===== src/rtl/pfe_pkg.sv =====
package pfe_pkg;

  localparam int unsigned STACK_DEPTH  = 32;
  localparam int unsigned VALUE_WIDTH  = 32;
  localparam int unsigned RESULT_WIDTH = 32;

  localparam logic [7:0] CHAR_ZERO  = 8'h30;
  localparam logic [7:0] CHAR_NINE  = 8'h39;
  localparam logic [7:0] CHAR_PLUS  = 8'h2b;
  localparam logic [7:0] CHAR_MINUS = 8'h2d;
  localparam logic [7:0] CHAR_STAR  = 8'h2a;
  localparam logic [7:0] CHAR_SLASH = 8'h2f;

  localparam int unsigned FLG_INVALID = 0;
  localparam int unsigned FLG_UNDER   = 1;
  localparam int unsigned FLG_OVER    = 2;
  localparam int unsigned FLG_DIVZ    = 3;
  localparam int unsigned FLG_COUNT   = 4;

  typedef struct packed {
    logic load;
    logic pop;
    logic take_r;
    logic take_l;
    logic push_digit;
    logic push_alu;
    logic start_unit;
    logic push_unit;
    logic set_invalid;
    logic emit;
  } cmd_t;

  typedef struct packed {
    logic is_digit;
    logic is_addsub;
    logic is_div;
    logic is_invalid;
    logic last;
    logic aborted;
    logic r_zero;
    logic unit_done;
    logic out_free;
  } status_t;

  function automatic logic is_digit_char(input logic [7:0] c);
    return (c >= CHAR_ZERO) && (c <= CHAR_NINE);
  endfunction

endpackage


===== src/rtl/pfe_muldiv.sv =====
module pfe_muldiv #(
  parameter int unsigned W = pfe_pkg::VALUE_WIDTH
) (
  input  logic         clk_i,
  input  logic         rst_ni,
  input  logic         start_i,
  input  logic         is_div_i,
  input  logic [W-1:0] lhs_i,
  input  logic [W-1:0] rhs_i,
  output logic         done_o,
  output logic [W-1:0] result_o
);

  localparam int unsigned CNW = $clog2(W + 1);

  logic           busy_q, busy_d;
  logic           done_q, done_d;
  logic [CNW-1:0] cnt_q, cnt_d;
  logic           div_q, div_d;
  logic           neg_q, neg_d;
  logic [W-1:0]   acc_q, acc_d;
  logic [W-1:0]   quo_q, quo_d;
  logic [W-1:0]   den_q, den_d;

  logic [W-1:0] lhs_mag, rhs_mag;
  logic [W:0]   rem_sh, trial;

  assign lhs_mag = lhs_i[W-1] ? (~lhs_i + W'(1)) : lhs_i;
  assign rhs_mag = rhs_i[W-1] ? (~rhs_i + W'(1)) : rhs_i;
  assign rem_sh  = {acc_q, quo_q[W-1]};
  assign trial   = rem_sh - {1'b0, den_q};

  always_comb begin
    busy_d = busy_q;
    done_d = 1'b0;
    cnt_d  = cnt_q;
    div_d  = div_q;
    neg_d  = neg_q;
    acc_d  = acc_q;
    quo_d  = quo_q;
    den_d  = den_q;
    if (start_i) begin
      busy_d = 1'b1;
      cnt_d  = CNW'(W);
      div_d  = is_div_i;
      neg_d  = lhs_i[W-1] ^ rhs_i[W-1];
      acc_d  = '0;
      quo_d  = is_div_i ? lhs_mag : lhs_i;
      den_d  = is_div_i ? rhs_mag : rhs_i;
    end else if (busy_q) begin
      cnt_d = cnt_q - CNW'(1);
      if (cnt_q == CNW'(1)) begin
        busy_d = 1'b0;
        done_d = 1'b1;
      end
      if (div_q) begin
        if (!trial[W]) begin
          acc_d = trial[W-1:0];
          quo_d = {quo_q[W-2:0], 1'b1};
        end else begin
          acc_d = rem_sh[W-1:0];
          quo_d = {quo_q[W-2:0], 1'b0};
        end
      end else begin
        if (quo_q[0]) begin
          acc_d = acc_q + den_q;
        end
        den_d = {den_q[W-2:0], 1'b0};
        quo_d = {1'b0, quo_q[W-1:1]};
      end
    end
  end

  always_ff @(posedge clk_i or negedge rst_ni) begin
    if (!rst_ni) begin
      busy_q <= 1'b0;
      done_q <= 1'b0;
      cnt_q  <= '0;
    end else begin
      busy_q <= busy_d;
      done_q <= done_d;
      cnt_q  <= cnt_d;
    end
  end

  always_ff @(posedge clk_i) begin
    div_q <= div_d;
    neg_q <= neg_d;
    acc_q <= acc_d;
    quo_q <= quo_d;
    den_q <= den_d;
  end

  assign done_o   = done_q;
  assign result_o = div_q ? (neg_q ? (~quo_q + W'(1)) : quo_q) : acc_q;

endmodule


===== src/rtl/pfe_dpath.sv =====
module pfe_dpath #(
  parameter int unsigned STACK_DEPTH = pfe_pkg::STACK_DEPTH,
  parameter int unsigned VALUE_WIDTH = pfe_pkg::VALUE_WIDTH
) (
  input  logic                                clk_i,
  input  logic                                rst_ni,
  input  pfe_pkg::cmd_t                       cmd_i,
  output pfe_pkg::status_t                    status_o,
  input  logic [7:0]                          character_i,
  input  logic                                end_of_expression_i,
  input  logic                                out_stall_i,
  output logic                                out_valid_o,
  output logic signed [pfe_pkg::RESULT_WIDTH-1:0] result_value_o,
  output logic                                invalid_character_o,
  output logic                                stack_underflow_o,
  output logic                                stack_overflow_o,
  output logic                                divide_by_zero_o
);

  localparam int unsigned W   = VALUE_WIDTH;
  localparam int unsigned RW  = pfe_pkg::RESULT_WIDTH;
  localparam int unsigned IW  = $clog2(STACK_DEPTH);
  localparam int unsigned CW  = $clog2(STACK_DEPTH + 1);
  localparam int unsigned FW  = pfe_pkg::FLG_COUNT;

  logic [W-1:0] stack_mem [STACK_DEPTH];

  logic [CW-1:0] count_q, count_d;
  logic [FW-1:0] flags_q, flags_d;
  logic          aborted_q, aborted_d;
  logic          out_valid_q, out_valid_d;
  logic [7:0]    char_q;
  logic          last_q;
  logic [W-1:0]  rd_q;
  logic          empty_q;
  logic [W-1:0]  opr_q;
  logic [W-1:0]  opl_q;
  logic [RW-1:0] out_value_q;
  logic [FW-1:0] out_flags_q;

  logic [CW-1:0] count_m1;
  logic [IW-1:0] rd_idx, wr_idx;
  logic          push_en, mem_we;
  logic [W-1:0]  push_val, alu_val, unit_val, popped;
  logic [RW-1:0] final_val;
  logic          is_add, is_sub, is_mul, is_div, is_digit;
  logic          unit_done;

  assign is_digit = pfe_pkg::is_digit_char(char_q);
  assign is_add   = (char_q == pfe_pkg::CHAR_PLUS);
  assign is_sub   = (char_q == pfe_pkg::CHAR_MINUS);
  assign is_mul   = (char_q == pfe_pkg::CHAR_STAR);
  assign is_div   = (char_q == pfe_pkg::CHAR_SLASH);

  assign count_m1 = count_q - CW'(1);
  assign rd_idx   = count_m1[IW-1:0];
  assign wr_idx   = count_q[IW-1:0];
  assign popped   = empty_q ? '1 : rd_q;

  always_comb begin
    priority if (is_add) begin
      alu_val = opl_q + opr_q;
    end else if (is_sub) begin
      alu_val = opl_q - opr_q;
    end else begin
      alu_val = '0;
    end
  end

  pfe_muldiv #(
    .W(W)
  ) u_muldiv (
    .clk_i   (clk_i),
    .rst_ni  (rst_ni),
    .start_i (cmd_i.start_unit),
    .is_div_i(is_div),
    .lhs_i   (opl_q),
    .rhs_i   (opr_q),
    .done_o  (unit_done),
    .result_o(unit_val)
  );

  assign push_en = cmd_i.push_digit | cmd_i.push_alu | cmd_i.push_unit;

  always_comb begin
    priority if (cmd_i.push_digit) begin
      push_val = {{(W-4){1'b0}}, char_q[3:0]};
    end else if (cmd_i.push_unit) begin
      push_val = unit_val;
    end else begin
      push_val = alu_val;
    end
  end

  always_comb begin
    count_d   = count_q;
    flags_d   = flags_q;
    aborted_d = aborted_q;
    mem_we    = 1'b0;
    if (cmd_i.pop) begin
      if (count_q == '0) begin
        flags_d[pfe_pkg::FLG_UNDER] = 1'b1;
      end else begin
        count_d = count_m1;
      end
    end
    if (push_en) begin
      if (count_q == CW'(STACK_DEPTH)) begin
        flags_d[pfe_pkg::FLG_OVER] = 1'b1;
      end else begin
        mem_we  = 1'b1;
        count_d = count_q + CW'(1);
      end
    end
    if (cmd_i.push_alu && is_div) begin
      flags_d[pfe_pkg::FLG_DIVZ] = 1'b1;
    end
    if (cmd_i.set_invalid) begin
      flags_d[pfe_pkg::FLG_INVALID] = 1'b1;
      aborted_d = 1'b1;
    end
    if (cmd_i.emit) begin
      count_d   = '0;
      flags_d   = '0;
      aborted_d = 1'b0;
    end
  end

  always_comb begin
    if (cmd_i.emit) begin
      out_valid_d = 1'b1;
    end else if (out_valid_q && !out_stall_i) begin
      out_valid_d = 1'b0;
    end else begin
      out_valid_d = out_valid_q;
    end
  end

  if (W >= RW) begin : g_trunc
    assign final_val = opr_q[RW-1:0];
  end else begin : g_sext
    assign final_val = {{(RW-W){opr_q[W-1]}}, opr_q};
  end

  always_ff @(posedge clk_i or negedge rst_ni) begin
    if (!rst_ni) begin
      count_q     <= '0;
      flags_q     <= '0;
      aborted_q   <= 1'b0;
      out_valid_q <= 1'b0;
    end else begin
      count_q     <= count_d;
      flags_q     <= flags_d;
      aborted_q   <= aborted_d;
      out_valid_q <= out_valid_d;
    end
  end

  always_ff @(posedge clk_i) begin
    if (mem_we) begin
      stack_mem[wr_idx] <= push_val;
    end
    if (cmd_i.pop) begin
      rd_q    <= stack_mem[rd_idx];
      empty_q <= (count_q == '0);
    end
  end

  always_ff @(posedge clk_i) begin
    if (cmd_i.load) begin
      char_q <= character_i;
      last_q <= end_of_expression_i;
    end
    if (cmd_i.take_r) begin
      opr_q <= popped;
    end
    if (cmd_i.take_l) begin
      opl_q <= popped;
    end
    if (cmd_i.emit) begin
      out_value_q <= aborted_q ? '1 : final_val;
      out_flags_q <= flags_q;
    end
  end

  assign status_o.is_digit   = is_digit;
  assign status_o.is_addsub  = is_add | is_sub;
  assign status_o.is_div     = is_div;
  assign status_o.is_invalid = ~(is_digit | is_add | is_sub | is_mul | is_div);
  assign status_o.last       = last_q;
  assign status_o.aborted    = aborted_q;
  assign status_o.r_zero     = (opr_q == '0);
  assign status_o.unit_done  = unit_done;
  assign status_o.out_free   = ~out_valid_q | ~out_stall_i;

  assign out_valid_o         = out_valid_q;
  assign result_value_o      = out_value_q;
  assign invalid_character_o = out_flags_q[pfe_pkg::FLG_INVALID];
  assign stack_underflow_o   = out_flags_q[pfe_pkg::FLG_UNDER];
  assign stack_overflow_o    = out_flags_q[pfe_pkg::FLG_OVER];
  assign divide_by_zero_o    = out_flags_q[pfe_pkg::FLG_DIVZ];

`ifndef SYNTHESIS
  a_count_bound: assert property (@(posedge clk_i) disable iff (!rst_ni)
    count_q <= CW'(STACK_DEPTH))
    else $error("stack count beyond depth");

  a_emit_slot_free: assert property (@(posedge clk_i) disable iff (!rst_ni)
    cmd_i.emit |-> (!out_valid_q || !out_stall_i))
    else $error("result beat overwritten while stalled");

  a_emit_clears: assert property (@(posedge clk_i) disable iff (!rst_ni)
    cmd_i.emit |=> (count_q == '0 && flags_q == '0 && !aborted_q && out_valid_q))
    else $error("expression state not cleared on emit");
`endif

endmodule


===== src/rtl/pfe_ctrl.sv =====
module pfe_ctrl (
  input  logic             clk_i,
  input  logic             rst_ni,
  input  logic             in_valid_i,
  output logic             in_stall_o,
  input  pfe_pkg::status_t status_i,
  output pfe_pkg::cmd_t    cmd_o
);

  typedef enum logic [2:0] {
    S_IDLE,
    S_DECODE,
    S_POPL,
    S_TAKEL,
    S_EXEC,
    S_WAIT,
    S_FPOP,
    S_EMIT
  } state_e;

  state_e state_q, state_d;
  logic   ftake_q, ftake_d;

  always_comb begin
    state_d = state_q;
    ftake_d = 1'b0;
    cmd_o   = '0;
    unique case (state_q)
      S_IDLE: begin
        if (in_valid_i) begin
          cmd_o.load = 1'b1;
          state_d    = S_DECODE;
        end
      end
      S_DECODE: begin
        if (status_i.aborted) begin
          state_d = status_i.last ? S_EMIT : S_IDLE;
        end else if (status_i.is_digit) begin
          cmd_o.push_digit = 1'b1;
          state_d          = status_i.last ? S_FPOP : S_IDLE;
        end else begin
          cmd_o.pop = 1'b1;
          state_d   = S_POPL;
        end
      end
      S_POPL: begin
        cmd_o.take_r = 1'b1;
        cmd_o.pop    = 1'b1;
        state_d      = S_TAKEL;
      end
      S_TAKEL: begin
        cmd_o.take_l = 1'b1;
        state_d      = S_EXEC;
      end
      S_EXEC: begin
        priority if (status_i.is_invalid) begin
          cmd_o.set_invalid = 1'b1;
          state_d           = status_i.last ? S_EMIT : S_IDLE;
        end else if (status_i.is_addsub || (status_i.is_div && status_i.r_zero)) begin
          cmd_o.push_alu = 1'b1;
          state_d        = status_i.last ? S_FPOP : S_IDLE;
        end else begin
          cmd_o.start_unit = 1'b1;
          state_d          = S_WAIT;
        end
      end
      S_WAIT: begin
        if (status_i.unit_done) begin
          cmd_o.push_unit = 1'b1;
          state_d         = status_i.last ? S_FPOP : S_IDLE;
        end
      end
      S_FPOP: begin
        cmd_o.pop = 1'b1;
        ftake_d   = 1'b1;
        state_d   = S_EMIT;
      end
      S_EMIT: begin
        if (ftake_q) begin
          cmd_o.take_r = 1'b1;
        end else if (status_i.out_free) begin
          cmd_o.emit = 1'b1;
          state_d    = S_IDLE;
        end
      end
      default: begin
        state_d = S_IDLE;
      end
    endcase
  end

  always_ff @(posedge clk_i or negedge rst_ni) begin
    if (!rst_ni) begin
      state_q <= S_IDLE;
      ftake_q <= 1'b0;
    end else begin
      state_q <= state_d;
      ftake_q <= ftake_d;
    end
  end

  assign in_stall_o = (state_q != S_IDLE);

endmodule


===== src/rtl/postfix_expression_evaluator.sv =====
// Each input beat is decoded in turn: a digit is pushed, + and - pop two operands and
// push the sum or difference, and * and / run on the one-bit-per-cycle multiply/divide
// unit. An end mark adds the final pop and emit (emit only once aborted), which waits
// on any output stall; in_stall_o holds off the next character until then.
// Reset: asynchronous, active low; clears stack count, flags, abort state and the
// output beat; stack contents are not cleared and no clearing pass is run.
module postfix_expression_evaluator #(
  parameter int unsigned STACK_DEPTH = pfe_pkg::STACK_DEPTH,
  parameter int unsigned VALUE_WIDTH = pfe_pkg::VALUE_WIDTH
) (
  input  logic                                    clk_i,
  input  logic                                    rst_ni,
  input  logic                                    in_valid_i,
  output logic                                    in_stall_o,
  input  logic [7:0]                              character_i,
  input  logic                                    end_of_expression_i,
  output logic                                    out_valid_o,
  input  logic                                    out_stall_i,
  output logic signed [pfe_pkg::RESULT_WIDTH-1:0] result_value_o,
  output logic                                    invalid_character_o,
  output logic                                    stack_underflow_o,
  output logic                                    stack_overflow_o,
  output logic                                    divide_by_zero_o
);

  pfe_pkg::cmd_t    cmd;
  pfe_pkg::status_t status;

  pfe_ctrl u_ctrl (
    .clk_i     (clk_i),
    .rst_ni    (rst_ni),
    .in_valid_i(in_valid_i),
    .in_stall_o(in_stall_o),
    .status_i  (status),
    .cmd_o     (cmd)
  );

  pfe_dpath #(
    .STACK_DEPTH(STACK_DEPTH),
    .VALUE_WIDTH(VALUE_WIDTH)
  ) u_dpath (
    .clk_i              (clk_i),
    .rst_ni             (rst_ni),
    .cmd_i              (cmd),
    .status_o           (status),
    .character_i        (character_i),
    .end_of_expression_i(end_of_expression_i),
    .out_stall_i        (out_stall_i),
    .out_valid_o        (out_valid_o),
    .result_value_o     (result_value_o),
    .invalid_character_o(invalid_character_o),
    .stack_underflow_o  (stack_underflow_o),
    .stack_overflow_o   (stack_overflow_o),
    .divide_by_zero_o   (divide_by_zero_o)
  );

endmodule


===== config.mk =====
export PLATFORM = sky130hd
export DESIGN_NAME = postfix_expression_evaluator
export DESIGN_NICKNAME = d
export VERILOG_FILES = /design/src/rtl/pfe_pkg.sv /design/src/rtl/pfe_muldiv.sv /design/src/rtl/pfe_dpath.sv /design/src/rtl/pfe_ctrl.sv /design/src/rtl/postfix_expression_evaluator.sv
export SDC_FILE = /design/constraint.sdc
export NUM_CORES = 2
export LEC_CHECK = 0
export ABC_AREA = 1
export BUFFER_PORTS_ARGS = -buffer_cell sky130_fd_sc_hd__buf_2
export CORE_MARGIN = 1.5
export CORE_UTILIZATION = 69
export CTS_CLUSTER_SIZE = 12
export DETAILED_ROUTE_END_ITERATION = 10
export HOLD_SLACK_MARGIN = 0.12
export PLACE_DENSITY = 0.86
export SLEW_MARGIN = 20
export SYNTH_ARGS = -nofsm -noshare
export SYNTH_HDL_FRONTEND = slang
export SYNTH_SLANG_ARGS = --single-unit

===== constraint.sdc =====
create_clock -name clk_i -period 11.9 [get_ports clk_i]
set_clock_uncertainty 0.1 [all_clocks]
set_input_delay 1.19 -clock clk_i [delete_from_list [all_inputs] [get_ports clk_i]]
set_output_delay 1.19 -clock clk_i [all_outputs]
set_load 0.02 [all_outputs]

==> results by group <==
Yosys
  • Syn Inst Count: 6,667
  • Number of synthesized flops with an enable pin: 1,232
  • Synth Cell Area: between 60,000 and 70,000 um2
  • FF+latch count, synth: 1,287
  • Ys async rst share: 1.79%
  • Top cells by area, synth: edfxtp_1 (58%), nand2_1 (7.9%), o21ai_0 (5.7%), nor2_1 (5.5%), inv_1 (3.9%)
  • Top cell type's share of synthesized area: 57.8%
  • Post-synth top cells: nand2_1 (1,349), edfxtp_1 (1,232), nor2_1 (943), o21ai_0 (724), inv_1 (660)
  • Area leader, netlist: edfxtp_1
  • Syn Area/Cell: 9.60 um2
  • Register area share after synthesis: 59.7%
  • Top-count cell post-synth: nand2_1
  • Syn nets: 6,819
  • Yosys cell types: 59
  • YS warnings: 0
  • Synth Flop Type: edfxtp_1

STA
  • Fmax: 174 MHz
  • Final WS setup: about 6.2 ns
  • Worst-Margin Slew: ~1.2 ns
  • Final period util: 48.3%
  • Final setup violation count: 0
  • Hold Vio Cnt, Final: 0
  • Clock period minus worst slack: about 5.7 ns
  • Pins Over Slew Limit: 0
  • RSZ-0062 raised after global routing: false
  • Setup TNS: 0 ns
  • Relative slew margins: 18.4%

Placement
  • Routability cong.: 1.08
  • I/O Buffers: 50
  • HPWL Detailed: 132,000 um
  • Post-Place Setup Slack: 6.46 ns

Drt
  • Via Count: 53.3k
  • Drt first pass iters: 9
  • Final WL: 213,000 um
  • Detailed Route Iter0 Violations: 9,841
  • Routed WL per cell: 27.0 um
  • # DRC: 0
  • Final ANT Viol Nets: 0
  • Via density: around 6.7

Die
  • Die width: between 300 and 400 um
  • Io pins: 51
  • Row Count: 111
  • Full die area: approximately 95,000 um2
  • Initial core utilization: between 60% and 70%
  • Core Region: about 92,000 um2
  • DIE HEIGHT: 308 um

Finish
  • Nets@finish: 6,759
  • Share of cells above drive strength 1: 6.64%
  • Fill cells: 5,941
  • Syn-to-layout area delta: 8.34%

Setup path
  • CP Data Required Time: 12.36 ns
  • Critical path's top delay family: buffers and inverters
  • Buf/Inv on CP: 4
  • Worst path slowest cell: buf_4
  • Crit path kind: reg -> reg
  • Crit path cell chain: inv_8 -> ha_4 -> inv_6 -> buf_4 -> buf_4 -> o21ai_0 -> o22ai_1 -> nor2_1 -> nor2_1 -> o21ai_0 -> a32oi_1
  • CP max FO: 147
  • Slowest Stage Delay on Critical Path: about 0.90 ns
  • Startpoint type of the worst setup path: flop
  • Worst setup EP type: flop
  • WP data arrival: 6.20 ns

Clock network
  • CTS resizes: 0
  • CTS Sinks: 1,287
  • Post-CTS Hold Buffers: 0
  • Worst-Skew Late Latency: 0.76 ns
  • CTS root buf: clkbuf_16
  • Clk slew on worst S/H paths: 0.06 ns
  • Number of buffers created by CTS: ~130
  • Bufs on Longest Clock Path: 3
  • CTS tree: built
  • Post CTS Setup Buffer Count: 0
  • H-tree levels: 4

GRT
  • Initial antenna violation count: 7
  • Aggregate global-route resource usage: 44.7%
  • Largest net degree at the start of global routing: 220
  • Via count of the first global-routing pass: 49.4k
  • Total gr overflow: 0
  • First-pass GRT wire length: 309,000 um

Run status
  • Status: finished clean

Power
  • Peak supply drop: 282 uV
  • Leak: 26.3 nW
  • PwrDens: about 260 nW/um2

Job
  • Max-Cap Viols: 0

Hold path
  • HP Class: in -> async
## kinds of logic (layout without fill, tap and decap cells)
group / after synthesis / in the layout / synth area share [%]
buf+inv: 1001 / 994 / 6.14
mux: 2 / 2 / 0.0313
simple gates: 2829 / 2829 / 18.1
flops: 1287 / 1287 / 59.7
compound gates: 1327 / 1327 / 12.2
xor+xnor: 82 / 82 / 1.12
other cells: 0 / 2 / 0
fa+ha+maj: 139 / 139 / 2.76
## worst reg2reg max path, delay by kind of cell, from the launching register on
kind	cells	cell delay, ns
buffers and inverters	4	3.07
AOI/OAI and AO/OA	4	0.93
DFF	1	0.75
adders and majority gates	1	0.52
and+or+nand+nor	2	0.20
## layout make-up
| type | instances | area (um2) | area share [%] |
|---|---|---|---|
| repair buffers | 137 | 940 | 1.35 |
| multi-input cells | 4379 | 22400 | 32.3 |
| flip-flops and latches | 1287 | 38200 | 55.1 |
| well taps | 1243 | 1560 | 2.24 |
| diodes | 2 | 5.00 | 0.00721 |
| clock inverters | 27 | 258 | 0.372 |
| inverters | 670 | 2530 | 3.65 |
| clock buffers | 160 | 3490 | 5.04 |
## metrics by stage
step | utilization (%) | hold WS [ns] | power, mW | std cells | area (um2)
6_report | 75.6 | 0.400 | 18.1 | 7905 | 69400
5_1_grt | 75.6 | 0.411 | 18.8 | 7904 | 69400
4_1_cts | 75.5 | 0.376 | 17.7 | 7903 | 69300
3_5_place_dp | 71.4 | 0.398 | 13.8 | 7716 | 65600
3_3_place_gp | 71.4 | 0.383 | 13.6 | 7715 | 65500
2_1_floorplan | - | 0.325 | 11.3 | 6667 | 64000
## routing by layer
layer | vias to the layer above | global-route usage (%) | wire [um]
met5 | - | 0 | 27
met4 | 4 | 32.9 | 18300
met3 | 1015 | 11.3 | 31200
met2 | 4899 | 67.0 | 93300
met1 | 24500 | 56.6 | 70300
li1 | 22800 | - | -
## cells in the final DEF, fill, tap and decap left out, drive strengths merged, types with 13 or more instances in the layout
cell type | Yosys | final
o22ai | 68 | 68
nand3 | 351 | 351
or2 | 40 | 40
xnor2 | 22 | 22
buf | 105 | 137
o221ai | 197 | 197
clkinv | 2 | 21
o21ai | 747 | 747
inv | 668 | 673
nand3b | 25 | 25
dfxtp | 32 | 32
dfrtp | 23 | 23
nor2 | 950 | 950
a32oi | 32 | 32
nand4 | 44 | 44
o21bai | 15 | 15
a21oi | 186 | 186
nand2 | 1355 | 1355
edfxtp | 1232 | 1232
clkbuf | 226 | 160
a31oi | 48 | 48
ha | 135 | 135
xor2 | 60 | 60
nor3 | 44 | 44
and2 | 13 | 13
## registers in the layout, indices dropped and copies added (netlist names), 3 cells and up
name and flops:
u_dpath.count_q 6, u_dpath.u_muldiv.den_q 32, u_dpath.opl_q 32, u_dpath.flags_q 3, u_ctrl.state_q 3, u_dpath.out_flags_q 4, u_dpath.stack_mem 1024, u_dpath.char_q 8
u_dpath.final_val 32, u_dpath.u_muldiv.cnt_q 6, u_dpath.u_muldiv.acc_q 32, u_dpath.u_muldiv.quo_q 32, u_dpath.rd_q 32, u_dpath.result_value_o 32
## worst paths after layout
kind,startpoint,depth (start not counted),to,slack (ns)
setup / recovery,u_dpath.count_q[0],11,u_dpath.rd_q[20],6.15
hold / removal,rst_ni,1,u_dpath.count_q[1],0.40
setup reg to reg,u_dpath.count_q[0],11,u_dpath.rd_q[20],6.15
hold reg to reg,u_ctrl.ftake_q,1,u_dpath.out_valid_o,0.42
max in group asynchronous,rst_ni,1,u_dpath.count_q[0],10.78
min in group clk_i,u_ctrl.ftake_q,1,u_dpath.out_valid_o,0.42
## report_power, final
group / internal, mW / switching [mW] / total, mW
logic: 2.38 / 6.09 / 8.46
clock network: 2.09 / 1.71 / 3.80
registers: 5.39 / 0.467 / 5.86
total: 9.86 / 8.26 / 18.1
No activity file was read; power rests on OpenSTA's default activity.
